--- config.mk ---
export PLATFORM = sky130hd
export DESIGN_NAME = ipsm_ctrl
export DESIGN_NICKNAME = d
export VERILOG_FILES = /design/src/hw/rtl/ipsm_pkg.sv /design/src/hw/rtl/ipsm_ctrl.sv
export SDC_FILE = /design/constraint.sdc
export NUM_CORES = 1
export LEC_CHECK = 0
export ABC_AREA = 0
export CAP_MARGIN = 20
export CORE_AREA = 2 2 39 41
export DETAILED_ROUTE_END_ITERATION = 10
export DIE_AREA = 0 0 41 43
export DONT_BUFFER_PORTS = 1
export MAX_ROUTING_LAYER = met4
export RECOVER_POWER = 50
export SKIP_CTS_REPAIR_TIMING = 1
export SKIP_LAST_GASP = 1
export SLEW_MARGIN = 20
export SYNTH_ARGS = -nofsm -noshare
export SYNTH_HDL_FRONTEND = slang
export SYNTH_SLANG_ARGS = --single-unit
--- constraint.sdc ---
create_clock -name clk -period 2.7 [get_ports clk]
set_input_delay 0.54 -clock clk [delete_from_list [all_inputs] [get_ports clk]]
set_output_delay 0.54 -clock clk [all_outputs]
set_load 0.01 [all_outputs]
--- src/hw/rtl/ipsm_pkg.sv ---
// Shared types, operation codes and controller/datapath handshake structs.
package ipsm_pkg;

  localparam int PT_W  = 9;
  localparam int CNT_W = 10;
  localparam int OP_W  = 3;

  localparam logic [OP_W-1:0] OP_CLEAR     = 3'd0;
  localparam logic [OP_W-1:0] OP_START     = 3'd1;
  localparam logic [OP_W-1:0] OP_ADD_MBR   = 3'd2;
  localparam logic [OP_W-1:0] OP_ADD_LIB   = 3'd3;
  localparam logic [OP_W-1:0] OP_ERASE_LIB = 3'd4;
  localparam logic [OP_W-1:0] OP_READ_LIB  = 3'd5;
  localparam logic [OP_W-1:0] OP_READ_MBR  = 3'd6;

  typedef struct packed {
    logic [OP_W-1:0] operation;
    logic [PT_W-1:0] point;
    logic            color;
  } ipsm_in_t;

  typedef struct packed {
    logic [CNT_W-1:0] count;
    logic [PT_W-1:0]  value;
    logic             changed;
    logic             overflow;
    logic             group_color_out;
  } ipsm_out_t;

  typedef struct packed {
    logic sweep;
    logic capture;
    logic exec;
    logic read;
    logic slot;
    logic check;
    logic move;
    logic load;
  } ipsm_cmd_t;

  typedef struct packed {
    logic sweep_last;
    logic op_lib;
    logic op_read;
    logic erase_move;
    logic out_free;
  } ipsm_sts_t;

endpackage

--- src/hw/rtl/ipsm_ctrl.sv ---
// Controller: sequences the reset sweep and the memory steps of each operation.
module ipsm_ctrl
  import ipsm_pkg::*;
(
  input  logic      clk,
  input  logic      rst_n,
  input  logic      in_valid,
  output logic      in_stall,
  input  ipsm_sts_t sts,
  output ipsm_cmd_t cmd
);

  typedef enum logic [7:0] {
    ST_SWEEP = 8'b0000_0001,
    ST_IDLE  = 8'b0000_0010,
    ST_EXEC  = 8'b0000_0100,
    ST_READ  = 8'b0000_1000,
    ST_SLOT  = 8'b0001_0000,
    ST_CHECK = 8'b0010_0000,
    ST_MOVE  = 8'b0100_0000,
    ST_OUT   = 8'b1000_0000
  } ipsm_state_t;

  ipsm_state_t state_r, state_nxt;

  always_comb begin
    state_nxt = state_r;
    case (state_r)
      ST_SWEEP: if (sts.sweep_last) state_nxt = ST_IDLE;
      ST_IDLE:  if (in_valid) state_nxt = ST_EXEC;
      ST_EXEC: begin
        if (sts.op_lib) begin
          state_nxt = ST_SLOT;
        end else if (sts.op_read) begin
          state_nxt = ST_READ;
        end else begin
          state_nxt = ST_OUT;
        end
      end
      ST_READ:  state_nxt = ST_OUT;
      ST_SLOT:  state_nxt = ST_CHECK;
      ST_CHECK: state_nxt = sts.erase_move ? ST_MOVE : ST_OUT;
      ST_MOVE:  state_nxt = ST_OUT;
      ST_OUT:   if (sts.out_free) state_nxt = ST_IDLE;
      default:  state_nxt = ST_SWEEP;
    endcase
  end

  always_ff @(posedge clk) begin
    if (!rst_n) begin
      state_r <= ST_SWEEP;
    end else begin
      state_r <= state_nxt;
    end
  end

  assign in_stall    = state_r != ST_IDLE;
  assign cmd.sweep   = state_r == ST_SWEEP;
  assign cmd.capture = (state_r == ST_IDLE) && in_valid;
  assign cmd.exec    = state_r == ST_EXEC;
  assign cmd.read    = state_r == ST_READ;
  assign cmd.slot    = state_r == ST_SLOT;
  assign cmd.check   = state_r == ST_CHECK;
  assign cmd.move    = state_r == ST_MOVE;
  assign cmd.load    = state_r == ST_OUT;

endmodule

==> metrics, run 1 <==
status=completed; Cell Chain, Critical Path=nor4_4 > nand4b_1 > nor2_1; TritonCTS sink count=8; total number of placement rows=14; number of buffers on the longest clock path=2; floorplan die height=43 µm; clock slew seen by the registers of the worst setup and hold paths=0.05 ns; Final Slew Violations=0; Mean Syn Cell Area=8.87 µm²; Unique masters post-synth=28; total number of vias=424; count of input and output buffers=0; number of placed cells counting well taps=70; switching power summed over all nets=79.3 µW; area share of the leading cell type in the synthesized netlist=31.7%; clock period minus worst slack=2.16 ns; post-route DRC violation count=0; final routed wire length divided by cell count=13.8 µm; CTS root buf=clkbuf_4; f_max=0.463 GHz; total routed wirelength=1010 µm; registers with the highest flip-flop counts=state_r (8); post-synth net total=65; aggregate global routing overflow=0; Iter 0 DRT Violations=13; IR Drop Worst-Case VDD=0.262 mV; placeable core region=0.00138 mm²; Clock power frac=32.9%; final worst path period share=79.9%; router iterations before antenna repair=4; count of endpoints failing hold in the final timing report=0; CTS tree=done; total number of nets in the final design=67; sort of element at the start of the critical path=flop; number of flip-flops under the largest register name=8; Worst Hold Slack=0.410 ns; worst endpoint required time=2.16 ns; slowest cell on the critical path=dfxtp_1; slew at the pin closest to its max-slew limit=0.453 ns; Pint=195 µW; number of H-tree levels=1; fraction of layout cells with a size suffix above 1=10.5%; largest reg by FF count=state_r; source-to-sink clock delay at the later pin of the worst-skew pair=0.25 ns; count of filler cells inserted in the layout=154; worst-path fanout max=8; Worst Setup Slack post-DPL=0.798 ns; Final Worst Setup Slack=0.542 ns; proportion of total power due to net switching=28.9%; setup TNS after final layout=0 ns; initial antenna violation count=0; Finished Cell Area=512 µm²; share of synthesized area occupied by flip-flops and latches=31.7%; Final Instance Count excl. Fillers=73; Hold Path Class=in2reg; half-perimeter wire length after placement=792 µm; initial core utilization=36.5%; maxcap violations=0; area growth from synthesis to final layout=1.24%; final count of negative-setup-slack endpoints=0; WP data arrival=1.62 ns; main area contributors after synthesis=dfxtp_1 (32%), nor2_1 (5.9%), nand4b_1 (5.2%); static power due to leakage=0.214 nW; kind of cell adding the most delay to the critical path=simple AND/OR/NAND/NOR gates; Comb power frac=18.4%; Power, Total=274 µW; number of storage elements in the synthesis netlist=8; count of antenna-violating nets left after detailed routing=0; capturing element type of the critical path=output port; maximum single-stage delay on the critical path=0.41 ns; Die Outline Area=0.00176 mm²; utilization after layout=37.0%; Inserted Clock Buffers=3; largest net degree at the start of global routing=9; Netlist Area Pre-Place=505 µm²; combined buffer and inverter count along the critical path=0; weighted congestion at the end of routability-driven global placement=0.844; Pwr per Cell Area=536 mW/mm²; number of vias per cell after detailed routing=5.81; global-route wire length before repair=1590 µm; Post-Syn Instances=57; vias in the first global route=387; cell taking the most area after synthesis=dfxtp_1; count of boundary I/O pins=17; horizontal extent of the die=41 µm; post-place instance area=498 µm²; sequential share of power=48.6%; total of warnings raised by yosys=0; relative max-transition margin=69.5%; antenna diode count=0; critical path class=reg2out; RSZ-0062 raised after global routing=false; worst clock skew=0.000428 ns; GRT Total Usage=14.3%
layout make-up:
type	instances	area (µm²)	share of cell area (%)
multi-input cells	42	294	57.5
flip-flops and latches	8	160	31.3
clock buffers	3	22.5	4.40
well taps	16	20.0	3.91
inverters	4	15.0	2.93
cells by family (layout without fill, tap and decap cells):
group                     Yosys count  after routing  synth area share (%)
DFF                                 8              8                  31.7
AOI/OAI and AO/OA                   7              7                  13.1
xor gates and xnor gates            2              2                  3.47
buffers and inverters               7              7                  8.41
and+or+nand+nor                    33             33                  43.3
cells in the final DEF, fill, tap and decap left out, types with 2 or more instances in the layout:
cell type,count
and3_1,3
clkbuf_4,3
dfxtp_1,8
inv_1,4
nand2_1,3
nand4b_1,3
nor2_1,8
nor3_1,4
o31a_1,2
power groups by stage:
stage | clock (mW) | sequential, mW | combinational (mW)
3_3_place_gp | 0 | 0.136 | 0.0531
2_1_floorplan | 0 | 0.130 | 0.0511
3_5_place_dp | 0 | 0.135 | 0.0533
6_report | 0.0903 | 0.133 | 0.0505
4_1_cts | 0.0955 | 0.133 | 0.0539
5_1_grt | 0.104 | 0.134 | 0.0565
final timing paths:
check / slack [ns] / start / cells after the start / to
max: 0.54 / state_r[3] / 3 / cmd[6]
min: 0.41 / rst_n / 1 / state_r[7]
max reg2reg: 1.09 / state_r[3] / 4 / state_r[3]
min reg2reg: 0.63 / state_r[4] / 2 / state_r[0]
synth_stat cells:
cell type / count
xor2_1: 1
clkbuf_2: 1
nand2_1: 3
nor4b_1: 1
dfxtp_1: 8
a41o_1: 1
nor2_1: 8
nand2b_1: 1
nand4b_2: 1
nor4_1: 1
inv_1: 4
o221a_4: 1
nor3_1: 4
o21ai_0: 1
and4b_1: 1
and3_1: 3
xnor2_1: 1
and2_1: 2
nand3b_1: 1
nor2b_1: 1
and4b_2: 1
nand4b_1: 3
nor3b_1: 1
o31a_1: 2
a21oi_1: 1
buf_6: 2
o311ai_0: 1
nor4_4: 1
per-layer routing:
metal	global-route usage, %	vias to the layer above	part of all wire [%]
li1	-	210	-
met1	17.8	193	42
met5	-	-	0
met3	5.24	2	8.1
met2	18.4	19	49
met4	10.0	0	0.99
worst register-to-register path: stages, from the launching register on:
cell      delay, ns
dfxtp_1        0.41
nor4_4         0.40
nand4b_2       0.16
o221a_1        0.33
and4b_1        0.20
Note: power is estimated with default switching activity, not from simulation.
==> inputs of run 2 (changes only) <==
==> constraint.sdc (replaced) <==
create_clock -name clk -period 1.8 [get_ports clk]
set_input_delay 0.36 -clock clk [delete_from_list [all_inputs] [get_ports clk]]
set_output_delay 0.36 -clock clk [all_outputs]
set_load 0.01 [all_outputs]
==> metrics, run 2 (synthesized netlist as in run 1, its figures left out) <==
Hold Path Class=in2reg (unchanged); initial core utilization=36.5% (unchanged); Iter 0 DRT Violations=5 (was 13); slew at the pin closest to its max-slew limit=0.382 ns (was 0.453 ns); worst clock skew=0.000824 ns (was 0.000428 ns); count of antenna-violating nets left after detailed routing=0 (unchanged); Worst Setup Slack post-DPL=0.218 ns (was 0.798 ns); relative max-transition margin=74.5% (was 69.5%); post-place instance area=513 µm² (was 498 µm²); TritonCTS sink count=8 (unchanged); final routed wire length divided by cell count=14.1 µm (was 13.8 µm); static power due to leakage=0.235 nW (was 0.214 nW); area growth from synthesis to final layout=12.4% (was 1.24%); global-route wire length before repair=1700 µm (was 1590 µm); status=completed (unchanged); total number of placement rows=14 (unchanged); post-route DRC violation count=0 (unchanged); half-perimeter wire length after placement=793 µm (was 792 µm); RSZ-0062 raised after global routing=true (was false); clock period minus worst slack=1.73 ns; clock slew seen by the registers of the worst setup and hold paths=0.05 ns (about the same); depth of the most critical reg-to-reg path=5 (was 4); total number of nets in the final design=70 (was 67); CTS root buf=clkbuf_4 (unchanged); placeable core region=0.00138 mm² (unchanged); Final Worst Setup Slack=0.0703 ns (was 0.542 ns); Worst Hold Slack=0.233 ns (was 0.410 ns); final worst path period share=96.1%; Die Outline Area=0.00176 mm² (unchanged); count of filler cells inserted in the layout=149 (was 154); router iterations before antenna repair=4 (unchanged); antenna diode count=0 (unchanged); GRT Total Usage=14.6% (was 14.3%); vias in the first global route=404 (was 387); largest reg by FF count=state_r (unchanged); count of input and output buffers=0 (unchanged); utilization after layout=41.0% (was 37.0%); final count of negative-setup-slack endpoints=0 (unchanged); count of boundary I/O pins=17 (unchanged); IR Drop Worst-Case VDD=0.353 mV (was 0.262 mV); Power, Total=432 µW (was 274 µW); Inserted Clock Buffers=3 (unchanged); floorplan die height=43 µm (unchanged); horizontal extent of the die=41 µm (unchanged); total routed wirelength=1070 µm (was 1010 µm); number of buffers on the longest clock path=2 (unchanged); total number of vias=436 (was 424); leading cell type in the layout, fill and taps excluded=nor2_1; registers with the highest flip-flop counts=state_r (8) (unchanged); CTS tree=done (unchanged); maxcap violations=0 (unchanged); count of endpoints failing hold in the final timing report=0 (unchanged); worst endpoint required time=1.44 ns (was 2.16 ns); worst-path fanout max=4 (was 8); sort of element at the start of the critical path=flop (unchanged); f_max=0.578 GHz; fraction of layout cells with a size suffix above 1=28.3% (was 10.5%); Pwr per Cell Area=761 mW/mm² (was 536 mW/mm²); capturing element type of the critical path=output port (unchanged); initial antenna violation count=0 (unchanged); critical path class=reg2out (unchanged); WP data arrival=1.37 ns (was 1.62 ns); commonest cells after routing, fill and taps aside=nor2_1 (7), dfxtp_1 (5), nor3_1 (4) (was nor2_1 (8), dfxtp_1 (8), inv_1 (4), nor3_1 (4)); aggregate global routing overflow=0 (unchanged); number of vias per cell after detailed routing=5.74 (was 5.81); number of flip-flops under the largest register name=8 (unchanged); weighted congestion at the end of routability-driven global placement=0.762 (was 0.844); Final Slew Violations=0 (unchanged); largest net degree at the start of global routing=9 (unchanged); source-to-sink clock delay at the later pin of the worst-skew pair=0.25 ns (about the same); number of H-tree levels=1 (unchanged); Finished Cell Area=568 µm² (was 512 µm²); count of cells along the worst hold path=1 (unchanged)
run 2: power by group:
part           switching, mW  internal, mW  leakage [nW]
Sequential            0.0189         0.188        0.0663
Combinational         0.0511        0.0412         0.155
Clock                 0.0570        0.0760        0.0138
Total                  0.127         0.305         0.235
run 2: worst paths after layout:
kind                              endpoint  slack [ns]       start
worst max-delay path                cmd[1]        0.07  state_r[4]
worst min register to register  state_r[0]        0.69  state_r[4]
worst min-delay path            state_r[7]        0.23       rst_n
worst max register to register  state_r[3]        0.24  state_r[7]
run 2: layout make-up:
type	count	area [µm²]	share of cell area [%]
timing repair buffer	3	22.5	3.96
tap	16	20.0	3.52
sequential	8	164	28.9
multi-input combinational	42	324	57.0
clock buffer	3	22.5	3.96
inverter	4	15.0	2.64
run 2: metrics by stage:
stage | setup TNS, ns | cells
after detailed placement | 0 | 72
after global placement | 0 | 72
after global routing | -0.0970 | 76
after CTS | -0.126 | 75
after floorplan | 0 | 57
final | 0 | 76
run 2: worst max-delay path: stages (launching register included):
cell     delay, ns
dfxtp_1       0.36
nor4_4        0.33
nand2_1       0.12
nor3b_2       0.18
buf_4         0.14
run 2: metal layers:
layer  vias up  global-route usage (%)  wire length, µm
li1        214                       -                -
met1       208                    20.0              472
met5         -                       -                0
met4         0                    8.00               14
met2        11                    19.1              537
met3         3                    3.66               45
==> inputs of run 3 (changes only) <==
--- a/config.mk
+++ b/config.mk
@@ -12,6 +12,7 @@
 export DIE_AREA = 0 0 41 43
 export DONT_BUFFER_PORTS = 1
 export MAX_ROUTING_LAYER = met4
+export PLACE_DENSITY = 0.62
 export RECOVER_POWER = 50
 export SKIP_CTS_REPAIR_TIMING = 1
 export SKIP_LAST_GASP = 1
==> metrics, run 3 (synthesized netlist as in run 1, its figures left out) <==
status=completed (unchanged); count of boundary I/O pins=17 (unchanged); clock period minus worst slack=1.74 ns (was 1.73 ns); floorplan die height=43 µm (unchanged); Iter 0 DRT Violations=11 (was 5); number of H-tree levels=1 (unchanged); count of filler cells inserted in the layout=139 (was 149); initial antenna violation count=0 (unchanged); total number of nets in the final design=70 (unchanged); count of antenna-violating nets left after detailed routing=0 (unchanged); RSZ-0062 raised after global routing=true (unchanged); final routed wire length divided by cell count=14.7 µm (was 14.1 µm); count of endpoints failing hold in the final timing report=0 (unchanged); maximum single-stage delay on the critical path=0.36 ns (about the same); worst endpoint required time=1.44 ns (about the same); number of flip-flops under the largest register name=8 (unchanged); antenna diode count=0 (unchanged); TritonCTS sink count=8 (unchanged); Final Slew Violations=0 (unchanged); weighted congestion at the end of routability-driven global placement=0.789 (was 0.762); placeable core region=0.00138 mm² (unchanged); WP data arrival=1.38 ns (was 1.37 ns); slew at the pin closest to its max-slew limit=0.364 ns (was 0.382 ns); Hold Path Class=in2reg (unchanged); initial core utilization=36.5% (unchanged); Crit. Startpoint=state_r[1] (was state_r[4]); total number of placement rows=14 (unchanged); f_max=0.575 GHz (was 0.578 GHz); GRT Total Usage=14.6% (about the same); CTS root buf=clkbuf_4 (unchanged); Pwr per Cell Area=760 mW/mm² (was 761 mW/mm²); setup TNS after final layout=0 ns (unchanged); Power, Total=436 µW (was 432 µW); post-route DRC violation count=0 (unchanged); static power due to leakage=0.240 nW (was 0.235 nW); Inserted Clock Buffers=3 (unchanged); number of buffers on the longest clock path=2 (unchanged); beginning of the worst register-to-register path=state_r[2] (was state_r[7]); router iterations before antenna repair=4 (unchanged); critical path class=reg2out (unchanged); IR Drop Worst-Case VDD=0.398 mV (was 0.353 mV); largest reg by FF count=state_r (unchanged); capturing element type of the critical path=output port (unchanged); half-perimeter wire length after placement=834 µm (was 793 µm); final count of negative-setup-slack endpoints=0 (unchanged); slowest cell on the critical path=dfxtp_2 (was dfxtp_1); area taken by flip-flops and latches=169 µm² (was 164 µm²); total area of multi-input combinational cells=325 µm² (was 324 µm²); Die Outline Area=0.00176 mm² (unchanged); area growth from synthesis to final layout=13.6% (was 12.4%); source-to-sink clock delay at the later pin of the worst-skew pair=0.25 ns (about the same); global-route wire length before repair=1610 µm (was 1700 µm); total routed wirelength=1120 µm (was 1070 µm); startpoint of the worst hold path=rst_n (unchanged); maxcap violations=0 (unchanged); fraction of layout cells with a size suffix above 1=30.0% (was 28.3%); total number of vias=431 (was 436); count of input and output buffers=0 (unchanged); aggregate global routing overflow=0 (unchanged); clock slew seen by the registers of the worst setup and hold paths=0.06 ns (was 0.05 ns); registers with the highest flip-flop counts=state_r (8) (unchanged); largest net degree at the start of global routing=9 (unchanged); final worst path period share=96.6% (was 96.1%); Cell Chain, Critical Path=nor4_4 > nand2_1 > nor3b_2 > buf_4 (unchanged); worst clock skew=0.00115 ns (was 0.000824 ns); commonest cells after routing, fill and taps aside=nor2_1 (7), inv_1 (4), nor3_1 (4), dfxtp_2 (4) (was nor2_1 (7), dfxtp_1 (5), nor3_1 (4)); number of vias per cell after detailed routing=5.67 (was 5.74); leading cell type in the layout, fill and taps excluded=nor2_1 (unchanged); horizontal extent of the die=41 µm (unchanged); sort of element at the start of the critical path=flop (unchanged); CTS tree=done (unchanged); vias in the first global route=387 (was 404); relative max-transition margin=75.4% (was 74.5%); worst-path fanout max=7 (was 4)
-- run 3: cell type report --
| class | count | area share, % |
|---|---|---|
| flip-flops and latches | 8 | 29.4 |
| clock buffers | 3 | 3.92 |
| repair buffers | 3 | 3.92 |
| well taps | 16 | 3.49 |
| multi-input cells | 42 | 56.6 |
| inverters | 4 | 2.61 |
-- run 3: stage by stage --
stage	area, µm²	hold WS, ns	setup WS (ns)	std cells	util (%)
floorplan	505	0.488	0.219	57	-
global placement	513	0.490	0.219	72	37.1
detailed placement	513	0.495	0.205	72	37.1
CTS	536	0.228	-0.0582	75	38.7
global route	574	0.207	-0.0556	76	41.5
finish	574	0.224	0.0615	76	41.5
-- run 3: report_power, final --
| part | leakage (nW) | total, mW | internal [mW] | switching, mW |
|---|---|---|---|---|
| clock | 0.0138 | 0.140 | 0.0765 | 0.0633 |
| combinational | 0.159 | 0.0918 | 0.0405 | 0.0512 |
| sequential | 0.0676 | 0.205 | 0.186 | 0.0186 |
-- run 3: worst paths after layout --
| kind | slack, ns | cells after the start | end |
|---|---|---|---|
| max | 0.06 | 4 | cmd[1] |
| min | 0.22 | 1 | state_r[7] |
| min reg2reg | 0.70 | 2 | state_r[0] |
| max reg2reg | 0.29 | 4 | state_r[3] |
-- run 3: routing by layer --
| metal | GRT usage [%] | wire length [µm] | part of all wire (%) |
|---|---|---|---|
| met2 | 19.1 | 567 | 51 |
| met3 | 3.66 | 32 | 2.9 |
| met4 | 12.7 | 22 | 2.0 |
| met5 | - | 0 | 0 |
| met1 | 17.8 | 493 | 44 |
-- run 3: critical path, delay by kind of cell, from the launching register on --
family / cells / cell delay [ns]
AND/OR/NAND/NOR: 3 / 0.62
flip-flops: 1 / 0.36
buffers and inverters: 1 / 0.14
